**config.mk**
```make
export PLATFORM = sky130hd
export DESIGN_NAME = tlb_shootdown_tracker_core
export DESIGN_NICKNAME = d
export VERILOG_FILES = /design/src/design/tsd_pkg.sv /design/src/design/tsd_rec_ram.sv /design/src/design/tsd_ack_unit.sv /design/src/design/tlb_shootdown_tracker_core.sv
export VERILOG_INCLUDE_DIRS = /design/src /design/src/design
export SDC_FILE = /design/constraint.sdc
export NUM_CORES = 2
export LEC_CHECK = 0
export CAP_MARGIN = 20
export CELL_PAD_IN_SITES_DETAIL_PLACEMENT = 0
export CELL_PAD_IN_SITES_GLOBAL_PLACEMENT = 1
export CORE_MARGIN = 2
export CORE_UTILIZATION = 48
export CTS_CLUSTER_DIAMETER = 100
export DETAILED_ROUTE_END_ITERATION = 10
export DONT_BUFFER_PORTS = 1
export PLACE_DENSITY_LB_ADDON = 0.2
export SLEW_MARGIN = 10
export SYNTH_ARGS = -nofsm -noshare
export SYNTH_HDL_FRONTEND = slang
export SYNTH_SLANG_ARGS = --single-unit
```
**constraint.sdc**
```tcl
create_clock -name i_clk -period 12.4 [get_ports i_clk]
set_input_delay 1.86 -clock i_clk [delete_from_list [all_inputs] [get_ports i_clk]]
set_output_delay 1.86 -clock i_clk [all_outputs]
set_load 0.02 [all_outputs]
```
**src/design/tlb_shootdown_tracker_core_defines.svh**
```systemverilog
`ifndef TLB_SHOOTDOWN_TRACKER_CORE_DEFINES_SVH
`define TLB_SHOOTDOWN_TRACKER_CORE_DEFINES_SVH

// same-cycle implication, checked out of reset
`define TSD_ASSERT_NOW(label, ante, cons) \
    label: assert property (@(posedge i_clk) disable iff (!i_rst_n) (ante) |-> (cons)) \
        else $error("tsd check failed");

// next-cycle implication, checked out of reset
`define TSD_ASSERT_NEXT(label, ante, cons) \
    label: assert property (@(posedge i_clk) disable iff (!i_rst_n) (ante) |=> (cons)) \
        else $error("tsd check failed");

`endif

```
**src/design/tsd_pkg.sv**
```systemverilog
`default_nettype none
package tsd_pkg;

    localparam int MAX_CPUS  = 8;
    localparam int ASID_BITS = 16;
    localparam int IDX_W     = (MAX_CPUS > 1) ? $clog2(MAX_CPUS) : 1;
    localparam int CNT_W     = 6;

    localparam logic [15:0] ASID_MASK =
        (ASID_BITS >= 16) ? 16'hFFFF : 16'((1 << ASID_BITS) - 1);

    localparam logic [CNT_W-1:0] CFG_RESET = CNT_W'(8);

    typedef enum logic {
        OP_TRIGGER = 1'b0,
        OP_SERVICE = 1'b1
    } t_op;

    typedef enum logic [2:0] {
        KIND_INVAL  = 3'd0,
        KIND_DONE   = 3'd1,
        KIND_BUSY   = 3'd2,
        KIND_NONE   = 3'd3,
        KIND_BADCPU = 3'd4
    } t_kind;

    typedef enum logic [2:0] {
        ST_IDLE,
        ST_SCAN,
        ST_SDONE,
        ST_TDONE,
        ST_FIN
    } t_state;

    typedef struct packed {
        logic        operation;
        logic [4:0]  cpu_id;
        logic [15:0] asid;
        logic [63:0] addr;
        logic [31:0] length;
    } t_in_item;

    typedef struct packed {
        t_kind       kind;
        logic [4:0]  target_cpu;
        logic [4:0]  initiator;
        logic [15:0] inv_asid;
        logic [63:0] inv_addr;
        logic [31:0] inv_length;
        logic        last;
    } t_out_item;

    typedef struct packed {
        logic [15:0] asid;
        logic [63:0] addr;
        logic [31:0] length;
    } t_rec;

    typedef struct packed {
        logic                inval;
        logic                done;
        logic [MAX_CPUS-1:0] map_new;
        logic [CNT_W-1:0]    cnt_new;
    } t_ack;

endpackage
`default_nettype wire

```
**src/design/tsd_rec_ram.sv**
```systemverilog
`default_nettype none
module tsd_rec_ram (
    input  wire logic                      i_clk,
    input  wire logic                      i_we,
    input  wire logic [tsd_pkg::IDX_W-1:0] i_waddr,
    input  wire tsd_pkg::t_rec             i_wdata,
    input  wire logic [tsd_pkg::IDX_W-1:0] i_raddr,
    output tsd_pkg::t_rec                  o_rdata
);
    import tsd_pkg::*;

    t_rec r_mem [MAX_CPUS];
    t_rec r_rdata;

    always_ff @(posedge i_clk) begin
        if (i_we) begin
            r_mem[i_waddr] <= i_wdata;
        end
        r_rdata <= r_mem[i_raddr];
    end

    assign o_rdata = r_rdata;

endmodule
`default_nettype wire

```
**src/design/tsd_ack_unit.sv**
```systemverilog
`default_nettype none
module tsd_ack_unit (
    input  wire logic                         i_pending,
    input  wire logic [tsd_pkg::MAX_CPUS-1:0] i_map,
    input  wire logic [tsd_pkg::CNT_W-1:0]    i_count,
    input  wire logic [tsd_pkg::IDX_W-1:0]    i_cpu,
    input  wire logic [tsd_pkg::CNT_W-1:0]    i_need,
    output tsd_pkg::t_ack                     o_ack
);
    import tsd_pkg::*;

    logic [MAX_CPUS-1:0] cpu_bit;

    always_comb begin
        cpu_bit       = MAX_CPUS'(1) << i_cpu;
        o_ack.inval   = i_pending && !i_map[i_cpu];
        o_ack.map_new = o_ack.inval ? (i_map | cpu_bit) : i_map;
        o_ack.cnt_new = i_count + CNT_W'(o_ack.inval);
        // a lowered cpu count can complete a record already acknowledged
        o_ack.done    = i_pending && (o_ack.cnt_new >= i_need);
    end

endmodule
`default_nettype wire

```
**src/design/tlb_shootdown_tracker_core.sv**
```systemverilog
`default_nettype none
// bad cpu or busy trigger: one result, strobed the cycle after the accept, busy stays low
// trigger: invalidate staged then registered, busy in FIN; one cpu: completion next, TDONE too
// service: busy in SCAN for every record (MAX_CPUS), in SDONE for each one acked and completed
//   in the same visit and in FIN to release the staged result; last result strobed as busy falls
// one result per cycle at most, receiver cannot stall; one held back so the last is marked
// reset clears records' pending, ack map and count and sets cpus in use to 8; range data unreset
module tlb_shootdown_tracker_core (
    input  wire logic                       i_clk,
    input  wire logic                       i_rst_n,
    input  wire logic                       start,
    output logic                            busy,
    input  wire tsd_pkg::t_in_item          i_item,
    input  wire logic                       i_cfg_we,
    input  wire logic [tsd_pkg::CNT_W-1:0]  i_cfg_data,
    output logic                            o_strobe,
    output tsd_pkg::t_out_item              o_result
);
    import tsd_pkg::*;

    `include "tlb_shootdown_tracker_core_defines.svh"

    t_state              r_state, n_state;
    logic [IDX_W-1:0]    r_idx, n_idx;
    logic [4:0]          r_cpu;
    logic [CNT_W-1:0]    r_cfg;
    logic [MAX_CPUS-1:0] r_pending;
    logic [MAX_CPUS-1:0] r_map   [MAX_CPUS];
    logic [CNT_W-1:0]    r_count [MAX_CPUS];
    t_out_item           r_stage, n_stage;
    logic                r_stage_v, n_stage_v;
    t_out_item           r_res, n_res;
    logic                r_stb, n_stb;

    logic [CNT_W-1:0]    eff_n;
    logic                accept;
    logic [IDX_W-1:0]    in_idx;
    logic                push;
    t_out_item           push_item;
    logic                trig_wr;
    logic                scan_upd;
    logic                clr_pend;
    t_rec                wr_rec;
    t_rec                rd_rec;
    t_ack                ack;

    tsd_rec_ram u_ram (
        .i_clk   (i_clk),
        .i_we    (trig_wr),
        .i_waddr (in_idx),
        .i_wdata (wr_rec),
        .i_raddr (n_idx),
        .o_rdata (rd_rec)
    );

    tsd_ack_unit u_ack (
        .i_pending (r_pending[r_idx]),
        .i_map     (r_map[r_idx]),
        .i_count   (r_count[r_idx]),
        .i_cpu     (r_cpu[IDX_W-1:0]),
        .i_need    (eff_n),
        .o_ack     (ack)
    );

    always_comb begin
        if (r_cfg == '0) begin
            eff_n = CNT_W'(1);
        end else if (r_cfg > CNT_W'(MAX_CPUS)) begin
            eff_n = CNT_W'(MAX_CPUS);
        end else begin
            eff_n = r_cfg;
        end
    end

    assign busy   = (r_state != ST_IDLE);
    assign accept = start && !busy;
    assign in_idx = i_item.cpu_id[IDX_W-1:0];

    always_comb begin
        wr_rec.asid   = i_item.asid & ASID_MASK;
        wr_rec.addr   = i_item.addr;
        wr_rec.length = i_item.length;
    end

    always_comb begin
        n_state   = r_state;
        n_idx     = r_idx;
        n_stage   = r_stage;
        n_stage_v = r_stage_v;
        n_res     = r_res;
        n_stb     = 1'b0;
        push      = 1'b0;
        push_item = r_stage;
        trig_wr   = 1'b0;
        scan_upd  = 1'b0;
        clr_pend  = 1'b0;

        unique case (r_state)
            ST_IDLE: begin
                n_idx = '0;
                if (accept) begin
                    if (CNT_W'(i_item.cpu_id) >= eff_n) begin
                        n_res = '{kind: KIND_BADCPU, target_cpu: '0,
                                  initiator: i_item.cpu_id, inv_asid: '0,
                                  inv_addr: '0, inv_length: '0, last: 1'b1};
                        n_stb = 1'b1;
                    end else if (i_item.operation == OP_SERVICE) begin
                        n_state = ST_SCAN;
                    end else if (r_pending[in_idx]) begin
                        n_res = '{kind: KIND_BUSY, target_cpu: '0,
                                  initiator: i_item.cpu_id, inv_asid: '0,
                                  inv_addr: '0, inv_length: '0, last: 1'b1};
                        n_stb = 1'b1;
                    end else begin
                        trig_wr   = 1'b1;
                        push      = 1'b1;
                        push_item = '{kind: KIND_INVAL, target_cpu: i_item.cpu_id,
                                      initiator: i_item.cpu_id, inv_asid: wr_rec.asid,
                                      inv_addr: wr_rec.addr, inv_length: wr_rec.length,
                                      last: 1'b0};
                        n_state   = (eff_n == CNT_W'(1)) ? ST_TDONE : ST_FIN;
                    end
                end
            end
            ST_SCAN: begin
                scan_upd = ack.inval;
                clr_pend = ack.done;
                if (ack.inval || ack.done) begin
                    push      = 1'b1;
                    push_item = '{kind: ack.inval ? KIND_INVAL : KIND_DONE,
                                  target_cpu: ack.inval ? r_cpu : 5'd0,
                                  initiator: 5'(r_idx), inv_asid: rd_rec.asid,
                                  inv_addr: rd_rec.addr, inv_length: rd_rec.length,
                                  last: 1'b0};
                end
                if (ack.inval && ack.done) begin
                    n_state = ST_SDONE;
                end else if (r_idx == IDX_W'(MAX_CPUS - 1)) begin
                    n_state = ST_FIN;
                end else begin
                    n_idx = r_idx + IDX_W'(1);
                end
            end
            ST_SDONE, ST_TDONE: begin
                // completion carries the range of the invalidate just staged
                push                 = 1'b1;
                push_item.kind       = KIND_DONE;
                push_item.target_cpu = '0;
                if (r_state == ST_TDONE || r_idx == IDX_W'(MAX_CPUS - 1)) begin
                    n_state = ST_FIN;
                end else begin
                    n_state = ST_SCAN;
                    n_idx   = r_idx + IDX_W'(1);
                end
            end
            ST_FIN: begin
                if (r_stage_v) begin
                    n_res      = r_stage;
                    n_res.last = 1'b1;
                end else begin
                    n_res = '{kind: KIND_NONE, target_cpu: '0, initiator: r_cpu,
                              inv_asid: '0, inv_addr: '0, inv_length: '0, last: 1'b1};
                end
                n_stb     = 1'b1;
                n_stage_v = 1'b0;
                n_state   = ST_IDLE;
            end
            default: begin
                n_state = ST_IDLE;
            end
        endcase

        // hold one result back so the final one can be marked
        if (push) begin
            n_stb     = r_stage_v;
            n_res     = r_stage;
            n_stage   = push_item;
            n_stage_v = 1'b1;
        end
    end

    always_ff @(posedge i_clk) begin
        if (!i_rst_n) begin
            r_state   <= ST_IDLE;
            r_idx     <= '0;
            r_cfg     <= CFG_RESET;
            r_stage_v <= 1'b0;
            r_stb     <= 1'b0;
        end else begin
            r_state   <= n_state;
            r_idx     <= n_idx;
            r_stage_v <= n_stage_v;
            r_stb     <= n_stb;
            if (i_cfg_we) begin
                r_cfg <= i_cfg_data;
            end
        end
    end

    always_ff @(posedge i_clk) begin
        r_stage <= n_stage;
        r_res   <= n_res;
        if (accept) begin
            r_cpu <= i_item.cpu_id;
        end
    end

    always_ff @(posedge i_clk) begin
        if (!i_rst_n) begin
            r_pending <= '0;
            for (int i = 0; i < MAX_CPUS; i++) begin
                r_map[i]   <= '0;
                r_count[i] <= '0;
            end
        end else if (trig_wr) begin
            r_pending[in_idx] <= (eff_n != CNT_W'(1));
            r_map[in_idx]     <= MAX_CPUS'(1) << in_idx;
            r_count[in_idx]   <= CNT_W'(1);
        end else begin
            if (scan_upd) begin
                r_map[r_idx]   <= ack.map_new;
                r_count[r_idx] <= ack.cnt_new;
            end
            if (clr_pend) begin
                r_pending[r_idx] <= 1'b0;
            end
        end
    end

    assign o_strobe = r_stb;
    assign o_result = r_res;

    `TSD_ASSERT_NOW(a_last_idle, o_strobe && o_result.last, !busy)
    `TSD_ASSERT_NOW(a_sdone_staged, r_state == ST_SDONE || r_state == ST_TDONE,
        r_stage_v && r_stage.kind == KIND_INVAL)
    `TSD_ASSERT_NEXT(a_badcpu, accept && (CNT_W'(i_item.cpu_id) >= eff_n),
        o_strobe && o_result.kind == KIND_BADCPU && !busy)
    `TSD_ASSERT_NEXT(a_fin_idle, r_state == ST_FIN, o_strobe && o_result.last && !r_stage_v)

endmodule
`default_nettype wire

```
==> flow_summary_export.csv <==
group,metric,value,unit
final_layout,drive_gt1_frac,0.1273,
route,wirelength,135500,um
route,dr.pass1.iters,5,
min_path,worstHoldStart,"u_ram.o_rdata[86]$_DFF_P_",
logic_synthesis,synthesis.instances,3640,
sta,drv_slew,0,
logic_synthesis,syn_area,54810,um2
logic_synthesis,synth_warnings,0,
worst_setup_path,cp_top_family,"simple AND/OR/NAND/NOR gates",
global_routing,antenna_found_initial,2,
logic_synthesis,yosysMostFrequentCell,"edfxtp_1",
worst_setup_path,critPathLaunchType,"flop",
global_routing,grt_pass1_wl,202100,um
floorplan,ios,256,
final_layout,seqCellArea,40580,um2
logic_synthesis,synthTopCellsByCount,"edfxtp_1, and3_1, nand2_1, a211oi_1, clkbuf_1",
pwr,peakVddDrop,0.1295,mV
floorplan,start_util,0.4859,
route,drt_iter0_markers,2608,
cts,clk_latency,0.75,ns
final_layout,final_nets,3704,
worst_setup_path,crit_chain,"buf_4 -> mux4_2 -> mux2i_1 -> o22ai_1 -> or4_1 -> a21oi_1 -> ha_1 -> nand3b_1 -> nor3_1 -> xnor2_1 -> ha_1 -> o2111ai_1 -> o21ai_0 -> nor3b_1 -> a2111oi_2 -> o21ai_4 -> buf_4 -> nand2_8 -> buf_12 -> a211oi_1 -> nor4_2",
route,wl_per_cell,26.15,um
worst_setup_path,rrSetupSlack,4.25,ns
sta,fmax,0.1228,GHz
sta,skew,0.03279,ns
sta,worstMarginPinSlew,1.214,ns
run,drv_cap,0,
logic_synthesis,synth_top_flop_cell,"edfxtp_1",
sta,max-slew-margin-rel,0.1909,
placed_design,dp_hpwl,65880,um
final_layout,nFillCells,9014,
min_path,hold_class,"reg2reg",
worst_setup_path,ff2ff_path_depth,21,
worst_setup_path,required,13.02,ns
global_routing,grt_usage,0.2305,
global_routing,grt_overflow,0,
global_routing,grt_max_degree,269,
cts,cts_tree,"yes",
cts,cts.path.max_buffers,3,
worst_setup_path,cp_slowest_stage_delay,0.67,ns
sta,finalHoldViolCount,0,
cts,cts.sinks,1396,
sta,setup_tns,0,ns
floorplan,dieWidth,341.9,um
final_layout,fin_cells,5183,
status,status,"finished clean",
min_path,hold_end,"r_stage[87]$_DFFE_PP_",
sta,whs,0.4754,ns
pwr,power_density,176.0,nW/um2
floorplan,rows,123,
cts,hold_buffers,0,
logic_synthesis,ys_seq_elements,1396,
floorplan,die_area,116900,um2
worst_setup_path,cp-end-kind,"flop",
worst_setup_path,r2r-end,"u_ram.o_rdata[46]$_DFF_P_",
placed_design,port_buffers,0,
pwr,power.leakage,21.04,nW
logic_synthesis,avgSynthCellArea,15.06,um2
worst_setup_path,r2r_start,"r_idx[0]$_SDFF_PN0_",
floorplan,coreArea,112800,um2
cts,postCtsSetupRepairBufs,0,
sta,period_needed,8.146,ns
logic_synthesis,synth-async-reset-ratio,0,
placed_design,gp_congestion,0.8293,
logic_synthesis,synth_area_leaders,"edfxtp_1, and3_1, dfxtp_1",
global_routing,grt_pass1_vias,31585,
logic_synthesis,synth_top_area_frac,0.6914,
cts,h-tree-depth,4,
logic_synthesis,ys_seq_area_frac,0.7403,
placed_design,placedCellCount,4911,
worst_setup_path,path_depth,21,
worst_setup_path,crit_path_max_fanout,210,
worst_setup_path,critPathKind,"reg2reg",
cts,cts-root-buf,"clkbuf_16",
route,avgViaCountPerCell,5.970,
final_layout,area_growth,10.92,%
min_path,min_path_cells,2,
sta,finalCritPeriodShare,0.6569,
cts,cts_resized,0,
logic_synthesis,synth_cell_type_count,71,
placed_design,dpl-instance-area,56030,um2
route,via_count,30942,
final_layout,design_area,60800,um2
final_layout,diodes,0,
worst_setup_path,slowest_stage,"or4_1",
sta,rsz0062_at_grt,"no",
final_layout,multi_input_area,13030,um2
route,antenna_left,0,
route,drc_errors,0,
worst_setup_path,arrival,8.76,ns
logic_synthesis,synth-edff-count,1262,
cts,clk_pin_slew,0.07,ns
final_layout,fin_util,0.5390,
logic_synthesis,synth_top_area_cell,"edfxtp_1",
cts,cts_buffers,146,
sta,setup_viol,0,
worst_setup_path,cp.buffers_inverters,3,
floorplan,die_y,341.9,um
## flip-flops by register name (all words and copies together), names as in the netlist
register       count
u_ram.r_mem      896
o_result         126
r_stage          123
u_ram.o_rdata    112
r_map             64
r_count           48
r_pending          8
r_cfg              6
r_cpu              5
r_idx              3
r_state            3
o_strobe           1
r_stage_v          1
## how the worst max path moves through the flow
| stage | endpoint | from | slack (ns) |
|---|---|---|---|
| floorplan | r_stage[100]$_DFFE_PP_ | r_idx[0]$_SDFF_PN0_ | 2.77 |
| global placement | u_ram.o_rdata[39]$_DFF_P_ | r_idx[0]$_SDFF_PN0_ | 4.41 |
| detailed placement | u_ram.o_rdata[39]$_DFF_P_ | r_idx[0]$_SDFF_PN0_ | 4.13 |
| CTS | u_ram.o_rdata[32]$_DFF_P_ | r_idx[0]$_SDFF_PN0_ | 4.09 |
| global route | u_ram.o_rdata[47]$_DFF_P_ | r_idx[0]$_SDFF_PN0_ | 3.75 |
| finish | u_ram.o_rdata[46]$_DFF_P_ | r_idx[0]$_SDFF_PN0_ | 4.25 |
## layer usage
| metal | up-vias | GRT usage | share of wire |
|---|---|---|---|
| met2 | 957 | 0.3808 | 0.49 |
| met4 | 0 | 0.06782 | 0.021 |
| met3 | 201 | 0.04505 | 0.064 |
| li1 | 13906 | - | - |
| met1 | 15878 | 0.3108 | 0.43 |
| met5 | - | 0 | 0 |
## cell families (layout without fill, tap and decap cells)
kind of cell / count (synthesis) / in the layout / synth area share
AOI/OAI and AO/OA: 583 / 583 / 0.09110
other: 1 / 3 / 0.00006841
buffers and inverters: 287 / 328 / 0.02513
DFF: 1396 / 1396 / 0.7403
and+or+nand+nor: 1298 / 1298 / 0.1257
adders and majority gates: 16 / 16 / 0.003652
muxes: 55 / 55 / 0.01335
xor gates and xnor gates: 4 / 4 / 0.0006393
## cell usage in the layout, fill, tap and decap left out, types with 17 or more instances in the layout
| cell type | count |
|---|---|
| nor2b_1 | 129 |
| edfxtp_1 | 1262 |
| a211oi_1 | 330 |
| clkbuf_1 | 39 |
| nor2_1 | 154 |
| nor4_2 | 21 |
| o21ai_0 | 17 |
| nor4_1 | 92 |
| dfxtp_1 | 132 |
| nand2_1 | 381 |
| clkinv_1 | 18 |
| mux2i_1 | 27 |
| clkbuf_16 | 151 |
| clkbuf_8 | 17 |
| a21oi_1 | 28 |
| a211oi_2 | 122 |
| and3_1 | 450 |
| buf_4 | 32 |
| nor3_1 | 17 |
| clkinv_2 | 21 |
| nand2b_1 | 17 |
## metrics by stage
step / power [mW] / setup slack [ns]
2_1_floorplan: 6.281 / 2.773
3_3_place_gp: 6.501 / 4.410
6_report: 10.70 / 4.254
4_1_cts: 10.80 / 4.094
3_5_place_dp: 6.526 / 4.135
5_1_grt: 11.07 / 3.755
## tightest hold or removal path, delay by kind of cell, from the launching register on
kind             cells  cell delay [ns]
AND/OR/NAND/NOR      2             0.09
flip-flops           1             0.30
## where the power goes
group / internal, mW / switching [mW]
Sequential: 5.40 / 0.154
Combinational: 0.252 / 0.622
Clock: 2.50 / 1.78
## layout make-up
cell class / instances / share of cell area
Clock inverter: 64 / 0.009651
Timing Repair Buffer: 46 / 0.008684
Clock buffer: 207 / 0.06840
Tap cell: 1500 / 0.03087
Sequential cell: 1396 / 0.6674
Inverter: 11 / 0.0006791
Multi-Input combinational cell: 1959 / 0.2143
Note: power is estimated with default switching activity, not from simulation.
